### src/rtl/core/rip_pkg.sv
// Shared constants and types for the routing-information record parser.
package rip_pkg;

    localparam int unsigned BYTE_W       = 8;
    localparam int unsigned CALL_BYTES   = 7;
    localparam int unsigned HEADER_BYTES = 10;
    localparam int unsigned ALIAS_BYTES  = 6;
    localparam int unsigned CALL_W       = CALL_BYTES * BYTE_W;
    localparam int unsigned TIME_W       = 16;
    localparam int unsigned ALIAS_W      = ALIAS_BYTES * BYTE_W;
    localparam int unsigned HDR_IDX_W    = 4;

    localparam logic [BYTE_W-1:0]  SPACE_CHAR   = 8'h20;
    localparam logic [ALIAS_W-1:0] ALIAS_SPACES = {ALIAS_BYTES{SPACE_CHAR}};

    // Byte values with a meaning of their own.
    localparam logic [BYTE_W-1:0] RECORD_END   = 8'h00;
    localparam logic [BYTE_W-1:0] ALIAS_OPCODE = 8'h00;

    // Result status codes.
    localparam logic STATUS_COMPLETE  = 1'b0;
    localparam logic STATUS_TRUNCATED = 1'b1;

    typedef struct packed {
        logic [CALL_W-1:0]  node_call;
        logic [BYTE_W-1:0]  hop_count;
        logic [TIME_W-1:0]  trip_time;
        logic [ALIAS_W-1:0] node_alias;
        logic               status;
        logic               frame_end;
    } t_result;

endpackage

### src/rtl/core/rip_in_if.sv
// Input byte channel of the routing-information record parser.
interface rip_in_if import rip_pkg::*; ();
    logic              valid;
    logic              ready;
    logic [BYTE_W-1:0] data_byte;
    logic              last_byte;

    modport source (output valid, output data_byte, output last_byte, input ready);
    modport sink   (input valid, input data_byte, input last_byte, output ready);
endinterface

### src/rtl/core/rip_res_if.sv
// Result channel of the routing-information record parser.
interface rip_res_if import rip_pkg::*; ();
    logic               valid;
    logic               ready;
    logic [CALL_W-1:0]  node_call;
    logic [BYTE_W-1:0]  hop_count;
    logic [TIME_W-1:0]  trip_time;
    logic [ALIAS_W-1:0] node_alias;
    logic               status;
    logic               frame_end;

    modport source (output valid, output node_call, output hop_count, output trip_time,
                    output node_alias, output status, output frame_end, input ready);
    modport sink   (input valid, input node_call, input hop_count, input trip_time,
                    input node_alias, input status, input frame_end, output ready);
endinterface

### src/rtl/core/rip_record.sv
// Record state registers and the per-byte parsing logic.
module rip_record import rip_pkg::*; (
    input  logic              i_clk,
    input  logic              i_rst_n,
    input  logic              i_accept,
    input  logic [BYTE_W-1:0] i_data_byte,
    input  logic              i_last_byte,
    output logic              o_emit,
    output t_result           o_result
);

    logic [HDR_IDX_W-1:0] r_header_index, n_header_index;
    logic                 r_in_options, n_in_options;
    logic [BYTE_W-1:0]    r_option_length, n_option_length;
    logic [BYTE_W-1:0]    r_option_position, n_option_position;
    logic                 r_alias_option, n_alias_option;
    logic [CALL_W-1:0]    r_call_shift, n_call_shift;
    logic [BYTE_W-1:0]    r_hops_hold, n_hops_hold;
    logic [TIME_W-1:0]    r_time_hold, n_time_hold;
    logic [ALIAS_W-1:0]   r_alias_hold, n_alias_hold;
    logic                 done;

    always_comb begin
        n_header_index    = r_header_index;
        n_in_options      = r_in_options;
        n_option_length   = r_option_length;
        n_option_position = r_option_position;
        n_alias_option    = r_alias_option;
        n_call_shift      = r_call_shift;
        n_hops_hold       = r_hops_hold;
        n_time_hold       = r_time_hold;
        n_alias_hold      = r_alias_hold;
        done              = 1'b0;

        if (!r_in_options) begin
            if (r_header_index < HDR_IDX_W'(CALL_BYTES)) begin
                n_call_shift = {r_call_shift[CALL_W-BYTE_W-1:0], i_data_byte};
            end else if (r_header_index == HDR_IDX_W'(CALL_BYTES)) begin
                n_hops_hold = i_data_byte;
            end else begin
                n_time_hold = {r_time_hold[TIME_W-BYTE_W-1:0], i_data_byte};
            end
            n_header_index = r_header_index + 1'b1;
            if (n_header_index >= HDR_IDX_W'(HEADER_BYTES)) begin
                n_in_options = 1'b1;
            end
        end else if (r_option_position == '0) begin
            if (i_data_byte == RECORD_END) begin
                done = 1'b1;
            end else begin
                n_option_length = i_data_byte;
                n_alias_option  = 1'b0;
                // A length of one covers only the length byte itself.
                n_option_position = (i_data_byte <= 8'd1) ? '0 : 8'd1;
            end
        end else begin
            if (r_option_position == 8'd1) begin
                n_alias_option = (i_data_byte == ALIAS_OPCODE);
            end else if (r_alias_option) begin
                // Alias bytes land by position; anything past the sixth is dropped.
                for (int k = 0; k < ALIAS_BYTES; k++) begin
                    if (r_option_position == BYTE_W'(k + 2)) begin
                        n_alias_hold[BYTE_W*(ALIAS_BYTES-1-k) +: BYTE_W] = i_data_byte;
                    end
                end
            end
            n_option_position = r_option_position + 1'b1;
            if (n_option_position >= r_option_length) begin
                n_option_position = '0;
            end
        end
    end

    assign o_emit              = done | i_last_byte;
    assign o_result.node_call  = n_call_shift;
    assign o_result.hop_count  = n_hops_hold;
    assign o_result.trip_time  = n_time_hold;
    assign o_result.node_alias = n_alias_hold;
    assign o_result.status     = done ? STATUS_COMPLETE : STATUS_TRUNCATED;
    assign o_result.frame_end  = i_last_byte;

    always_ff @(posedge i_clk) begin
        if (!i_rst_n || (i_accept && o_emit)) begin
            r_header_index    <= '0;
            r_in_options      <= 1'b0;
            r_option_length   <= '0;
            r_option_position <= '0;
            r_alias_option    <= 1'b0;
            r_call_shift      <= '0;
            r_hops_hold       <= '0;
            r_time_hold       <= '0;
            r_alias_hold      <= ALIAS_SPACES;
        end else if (i_accept) begin
            r_header_index    <= n_header_index;
            r_in_options      <= n_in_options;
            r_option_length   <= n_option_length;
            r_option_position <= n_option_position;
            r_alias_option    <= n_alias_option;
            r_call_shift      <= n_call_shift;
            r_hops_hold       <= n_hops_hold;
            r_time_hold       <= n_time_hold;
            r_alias_hold      <= n_alias_hold;
        end
    end

    a_options_after_header: assert property (@(posedge i_clk) disable iff (!i_rst_n)
        r_in_options |-> (r_header_index == HDR_IDX_W'(HEADER_BYTES)))
        else $error("option parsing entered before the header was complete");

    a_position_in_option: assert property (@(posedge i_clk) disable iff (!i_rst_n)
        (r_option_position != '0) |-> (r_option_position < r_option_length))
        else $error("option position ran past the option length");

    a_truncated_only_at_end: assert property (@(posedge i_clk) disable iff (!i_rst_n)
        (o_emit && !i_last_byte) |-> (o_result.status == STATUS_COMPLETE))
        else $error("truncated status given inside a frame");

endmodule

### src/rtl/core/rip_out_stage.sv
// Two-entry result register that keeps the input side moving while a result waits.
module rip_out_stage import rip_pkg::*; (
    input  logic    i_clk,
    input  logic    i_rst_n,
    input  logic    i_push,
    input  t_result i_data,
    output logic    o_ready,
    output logic    o_valid,
    output t_result o_data,
    input  logic    i_take
);

    logic    r_out_valid;
    logic    r_skid_valid;
    t_result r_out_data;
    t_result r_skid_data;
    logic    pop;

    assign pop     = r_out_valid & i_take;
    assign o_ready = ~r_skid_valid;
    assign o_valid = r_out_valid;
    assign o_data  = r_out_data;

    always_ff @(posedge i_clk) begin
        if (!i_rst_n) begin
            r_out_valid  <= 1'b0;
            r_skid_valid <= 1'b0;
        end else if (pop) begin
            if (r_skid_valid) begin
                r_out_valid  <= 1'b1;
                r_skid_valid <= 1'b0;
            end else begin
                r_out_valid <= i_push;
            end
        end else if (i_push) begin
            if (!r_out_valid) begin
                r_out_valid <= 1'b1;
            end else begin
                r_skid_valid <= 1'b1;
            end
        end
    end

    always_ff @(posedge i_clk) begin
        if (pop) begin
            if (r_skid_valid) begin
                r_out_data <= r_skid_data;
            end else if (i_push) begin
                r_out_data <= i_data;
            end
        end else if (i_push) begin
            if (!r_out_valid) begin
                r_out_data <= i_data;
            end else begin
                r_skid_data <= i_data;
            end
        end
    end

    a_skid_behind_out: assert property (@(posedge i_clk) disable iff (!i_rst_n)
        r_skid_valid |-> r_out_valid)
        else $error("skid entry held while the output register is empty");

    a_no_push_when_full: assert property (@(posedge i_clk) disable iff (!i_rst_n)
        !(i_push && r_skid_valid))
        else $error("result pushed into a full output stage");

    a_skid_moves_forward: assert property (@(posedge i_clk) disable iff (!i_rst_n)
        (r_skid_valid && i_take) |=> (r_out_valid && !r_skid_valid
                                      && (r_out_data == $past(r_skid_data))))
        else $error("skid entry lost when the output was taken");

endmodule

### src/rtl/core/routing_info_record_parser_core.sv
// Top level of the routing-information record parser.
// A record result is registered in the result stage when the byte that closes it is accepted.
// One frame byte per cycle while i_in is ready; record registers update on each accepted byte.
// A two-entry result stage keeps i_in ready while one result waits; ready drops when both fill.
// Reset (synchronous, active low) returns the record state to its empty values, alias to spaces,
// and empties the result stage.
module routing_info_record_parser_core import rip_pkg::*; (
    input  logic      i_clk,
    input  logic      i_rst_n,
    rip_in_if.sink    i_in,
    rip_res_if.source o_res
);

    logic    accept;
    logic    emit;
    logic    stage_ready;
    t_result rec_result;
    t_result res_data;

    assign accept   = i_in.valid & stage_ready;
    assign i_in.ready = stage_ready;

    rip_record u_record (
        .i_clk       (i_clk),
        .i_rst_n     (i_rst_n),
        .i_accept    (accept),
        .i_data_byte (i_in.data_byte),
        .i_last_byte (i_in.last_byte),
        .o_emit      (emit),
        .o_result    (rec_result)
    );

    rip_out_stage u_out_stage (
        .i_clk   (i_clk),
        .i_rst_n (i_rst_n),
        .i_push  (accept & emit),
        .i_data  (rec_result),
        .o_ready (stage_ready),
        .o_valid (o_res.valid),
        .o_data  (res_data),
        .i_take  (o_res.ready)
    );

    assign o_res.node_call  = res_data.node_call;
    assign o_res.hop_count  = res_data.hop_count;
    assign o_res.trip_time  = res_data.trip_time;
    assign o_res.node_alias = res_data.node_alias;
    assign o_res.status     = res_data.status;
    assign o_res.frame_end  = res_data.frame_end;

endmodule
### src/flat_wrapper.sv
// flat-port wrapper written by rule: the top's interface ports become plain ports
module routing_info_record_parser_core_flat import rip_pkg::*;
  (i_clk, i_rst_n, i_in_valid, i_in_data_byte, i_in_last_byte, i_in_ready, o_res_valid, o_res_node_call, o_res_hop_count, o_res_trip_time, o_res_node_alias, o_res_status, o_res_frame_end, o_res_ready);
  rip_in_if i_in_i ();
  rip_res_if o_res_i ();
  input  logic i_clk;
  input  logic i_rst_n;
  input wire logic [$bits(i_in_i.valid)-1:0] i_in_valid;
  input wire logic [$bits(i_in_i.data_byte)-1:0] i_in_data_byte;
  input wire logic [$bits(i_in_i.last_byte)-1:0] i_in_last_byte;
  output wire logic [$bits(i_in_i.ready)-1:0] i_in_ready;
  output wire logic [$bits(o_res_i.valid)-1:0] o_res_valid;
  output wire logic [$bits(o_res_i.node_call)-1:0] o_res_node_call;
  output wire logic [$bits(o_res_i.hop_count)-1:0] o_res_hop_count;
  output wire logic [$bits(o_res_i.trip_time)-1:0] o_res_trip_time;
  output wire logic [$bits(o_res_i.node_alias)-1:0] o_res_node_alias;
  output wire logic [$bits(o_res_i.status)-1:0] o_res_status;
  output wire logic [$bits(o_res_i.frame_end)-1:0] o_res_frame_end;
  input wire logic [$bits(o_res_i.ready)-1:0] o_res_ready;
  assign i_in_i.valid = i_in_valid;
  assign i_in_i.data_byte = i_in_data_byte;
  assign i_in_i.last_byte = i_in_last_byte;
  assign i_in_ready = i_in_i.ready;
  assign o_res_valid = o_res_i.valid;
  assign o_res_node_call = o_res_i.node_call;
  assign o_res_hop_count = o_res_i.hop_count;
  assign o_res_trip_time = o_res_i.trip_time;
  assign o_res_node_alias = o_res_i.node_alias;
  assign o_res_status = o_res_i.status;
  assign o_res_frame_end = o_res_i.frame_end;
  assign o_res_i.ready = o_res_ready;
  routing_info_record_parser_core u_core (.i_clk(i_clk), .i_rst_n(i_rst_n), .i_in(i_in_i), .o_res(o_res_i));
endmodule
### config.mk
export PLATFORM = sky130hd
export DESIGN_NAME = routing_info_record_parser_core_flat
export DESIGN_NICKNAME = d
export VERILOG_FILES = /design/src/rtl/core/rip_pkg.sv /design/src/rtl/core/rip_in_if.sv /design/src/rtl/core/rip_res_if.sv /design/src/rtl/core/rip_record.sv /design/src/rtl/core/rip_out_stage.sv /design/src/rtl/core/routing_info_record_parser_core.sv /design/src/flat_wrapper.sv
export SDC_FILE = /design/constraint.sdc
export NUM_CORES = 1
export LEC_CHECK = 0
export ABC_CLOCK_PERIOD_IN_PS = 28400
export BUFFER_PORTS_ARGS = -buffer_cell sky130_fd_sc_hd__buf_2
export CAP_MARGIN = 10
export CORE_UTILIZATION = 45
export CTS_CLUSTER_DIAMETER = 100
export DETAILED_ROUTE_END_ITERATION = 8
export PLACE_DENSITY = 0.63
export SYNTH_ARGS = -nofsm -noshare
export SYNTH_HDL_FRONTEND = slang
export SYNTH_SLANG_ARGS = --single-unit
### constraint.sdc
create_clock -name i_clk -period 28.4 [get_ports i_clk]
set_input_delay 1.42 -clock i_clk [delete_from_list [all_inputs] [get_ports i_clk]]
set_output_delay 1.42 -clock i_clk [all_outputs]
set_load 0.01 [all_outputs]
==> run_results.csv <==
group,metric,value,unit
status,outcome,"completed",
detailed_routing,wl_met2,15100,um
worst_setup_path,rr_endpoint,"u_core.u_out_stage.o_data[26]$_DFFE_PP_",
grt,grt_usage,18.0,%
clock_tree,path_clk_slew,0.06,ns
clock_tree,clock_path_buffers,3,
synthesis,synth_flop_cell,"edfxtp_1",
pwr,peakVddDrop,0.0000334,V
place,port_buffers,144,
synthesis,synth_cell_types,49,
cells_and_area,final_nets,1553,
grt,grt_pass1_vias,9890,
worst_setup_path,startpoint_type,"primary input",
detailed_routing,dr.pass1.iters,5,
place,gp_congestion,0.842,
grt,grt_pass1_wl,55000,um
clock_tree,cts_hold_buf,0,
worst_setup_path,rrSetupSlack,24.63,ns
cells_and_area,fillers,3154,
sta,rsz0062_at_grt,"no",
synthesis,yosysMostFrequentCell,"edfxtp_1",
run,maxCapViolCount,0,
synthesis,synth_edf_count,260,
detailed_routing,drc_errors,0,
clock_tree,cts_setup_buffers,0,
worst_setup_path,critical_path.cell_chain,"buf_2 > nor4_1 > and3_1 > and4_1 > o21ai_1 > a21oi_4 > buf_4 > buf_4",
pwr,pwr_density_cell,65.6,mW/mm^2
worst_setup_path,cp_slowest_cell,"buf_4",
worst_setup_path,crit_type,"primary input to flip-flop",
cells_and_area,area.growth.synth_to_final,14.6,%
synthesis,synth_area_leaders,"edfxtp_1, dfxtp_1, mux2i_1, mux2_2, nor2_1",
sta,slew_viol_final,0,
place,placed_area,0.0179,sq mm
worst_setup_path,crit_cells,8,
worst_hold_path,min_path_cells,2,
floorplan,placeableCoreArea,0.0367,sq mm
sta,finalHoldViolCount,0,
sta,setup_violations,0,
clock_tree,cts_root_buffer,"clkbuf_16",
worst_setup_path,crit_top_cell,"buf_4",
synthesis,synthTopCellsByCount,"edfxtp_1, nor2_1, dfxtp_1",
cells_and_area,final_area,0.0193,sq mm
cells_and_area,stdcell_count,2028,
detailed_routing,wirelength,34700,um
detailed_routing,drtIter0Drc,643,
detailed_routing,dr_wl_met3,1630,um
sta,worst_hold_slack,0.452,ns
clock_tree,cts_buffers,42,
synthesis,synth_top_area_cell,"edfxtp_1",
floorplan,die_w,195,um
synthesis,synth_nets,1438,
synthesis,syn-cell-area,0.0168,sq mm
synthesis,async_flop_share,0,%
floorplan,fp-row-count,70,
worst_setup_path,reg2regPathDepth,9,
synthesis,syn_inst,1411,
worst_setup_path,timing.critical_path.buf_inv,3,
worst_setup_path,r2r_start,"u_core.u_record.r_option_position[0]$_SDFFE_PP0P_",
place,hpwl,21700,um
worst_setup_path,critPathMaxFanout,69,
sta,max_freq,0.223,GHz
synthesis,yosysSeqAreaShare,64.4,%
sta,fin_crit,4.48,ns
clock_tree,ctsResizeCount,0,
synthesis,synth_area_per_cell,11.9,sq um
place,dp_cells,1950,
floorplan,fp.dieH,195,um
grt,antenna_found_initial,0,
worst_hold_path,min_path_type,"flip-flop to flip-flop",
floorplan,start_util,45.9,%
worst_setup_path,arrival,4.63,ns
synthesis,yosys_register_bits,412,
synthesis,yosys_warnings,0,
sta,worst_pin_slew,1.10,ns
clock_tree,insertion_delay,0.53,ns
synthesis,yosysTopAreaCellShare,46.4,%
floorplan,die_area,0.0382,sq mm
detailed_routing,wire_per_inst,17.1,um
sta,skew,0.0162,ns
detailed_routing,drtAntennaViolNets,0,
grt,grt_overflow_total,0,
worst_hold_path,holdPathEnd,"u_core.u_record.r_alias_hold[27]$_SDFFE_PP0P_",
sta,post-route-period-util,15.8,%
pwr,leakagePower,0.00806,uW
detailed_routing,drt-met1-wl,17300,um
clock_tree,cts.htree.levels,2,
worst_setup_path,cp.required,28.55,ns
worst_setup_path,cp-end-kind,"flip-flop",
sta,final.setup.tns,0,ns
floorplan,num_io_pins,145,
sta,max_slew_margin,26.4,%
detailed_routing,top_layer,"met4",
grt,grt_max_degree,102,
pwr,totalPowerFinal,1270,uW
detailed_routing,vias,10500,
worst_setup_path,crit_path_max_incr_delay,0.73,ns
clock_tree,cts_tree,"yes",
detailed_routing,viasPerCell,5.16,
worst_hold_path,hp-start,"u_core.u_record.r_alias_hold[27]$_SDFFE_PP0P_",
clock_tree,clock_sinks,412,
cells_and_area,drive_gt1_share,20.7,%
worst_setup_path,critPathTopFamily,"buffers and inverters",
layer usage:
metal	global-route usage (%)	vias to the layer above
met5	0	-
met1	27.3	4923
met2	26.9	238
met3	2.99	51
li1	-	5245
met4	4.37	0
worst max-delay path by stage:
stage                           start  slack [ns]                                          end
finish              i_in_data_byte[3]       23.92      u_core.u_out_stage.o_data[26]$_DFFE_PP_
global route        i_in_data_byte[3]       23.58      u_core.u_out_stage.o_data[30]$_DFFE_PP_
CTS                 i_in_data_byte[3]       23.84      u_core.u_out_stage.o_data[32]$_DFFE_PP_
detailed placement  i_in_data_byte[3]       23.29      u_core.u_out_stage.o_data[12]$_DFFE_PP_
global placement    i_in_data_byte[3]       23.41      u_core.u_out_stage.o_data[12]$_DFFE_PP_
floorplan           i_in_data_byte[3]       15.82  u_core.u_out_stage.r_skid_data[0]$_DFFE_PP_
sequential cells by signal, indices dropped and copies added (netlist names):
name,cells
u_core.u_record.r_header_index,4
u_core.u_record.r_alias_option,1
u_core.u_out_stage.o_data,130
u_core.u_record.r_call_shift,56
u_core.u_record.r_option_length,8
u_core.u_out_stage.r_skid_valid,1
u_core.u_out_stage.o_valid,1
u_core.u_out_stage.r_skid_data,130
u_core.u_record.r_time_hold,16
u_core.u_record.r_alias_hold,48
u_core.u_record.r_hops_hold,8
u_core.u_record.r_in_options,1
u_core.u_record.r_option_position,8
metrics by stage:
step	setup slack, ns	utilization [%]
after floorplan	15.82	-
after global placement	23.41	48.9
after detailed placement	23.29	48.9
after CTS	23.84	52.6
after global routing	23.58	52.6
final	23.92	52.6
cell type report:
type | count | area (sq um) | area share [%]
inverters | 105 | 394 | 2.04
clock buffers | 65 | 1260 | 6.53
clock inverters | 12 | 91.3 | 0.474
multi-input cells | 807 | 5280 | 27.4
diodes | 1 | 2.50 | 0.0130
well taps | 468 | 586 | 3.04
flip-flops and latches | 412 | 10900 | 56.3
repair buffers | 158 | 826 | 4.28
cells by family after synthesis:
family	after synthesis	share of synthesized area, %
flip-flops	412	64.4
AND/OR/NAND/NOR	359	9.31
AO/OA/AOI/OAI	250	9.11
buffers and inverters	192	4.59
multiplexers	177	11.1
adder cells (fa/ha/maj)	14	1.04
XOR/XNOR	7	0.364
power by group:
part	switching [uW]	internal, uW	leakage (uW)
registers	9.33	656	0.00369
clock network	222	315	0.000668
logic	43.9	19.8	0.00370
worst reg2reg max path: cells and delay by family, from the launching register on:
kind / cells / cell delay [ns]
and+or+nand+nor: 2 / 0.50
adders and majority gates: 1 / 0.34
buffers and inverters: 4 / 1.74
AOI/OAI and AO/OA: 2 / 0.39
DFF: 1 / 0.36
cells in the final DEF, fill, tap and decap left out, types with 3 or more instances in the layout:
master and count:
edfxtp_1 260, nor2_1 197, dfxtp_1 152, buf_2 144
a21oi_1 136, inv_1 105, nand2_1 101, mux2i_1 94
a211oi_1 91, mux2_2 83, clkbuf_16 44, ha_1 14
buf_4 14, clkbuf_1 13, nand3_1 8, nor3_1 8
clkbuf_8 8, nand4_1 7, clkinv_2 6, nor4_4 4
or2_2 4, xnor2_1 4, o211ai_1 4, and2_1 3
xor2_1 3, nor2b_1 3, and3_1 3, nand3b_1 3
o21ai_0 3, a32oi_1 3, clkinv_1 3
Note: power is estimated with default switching activity, not from simulation.
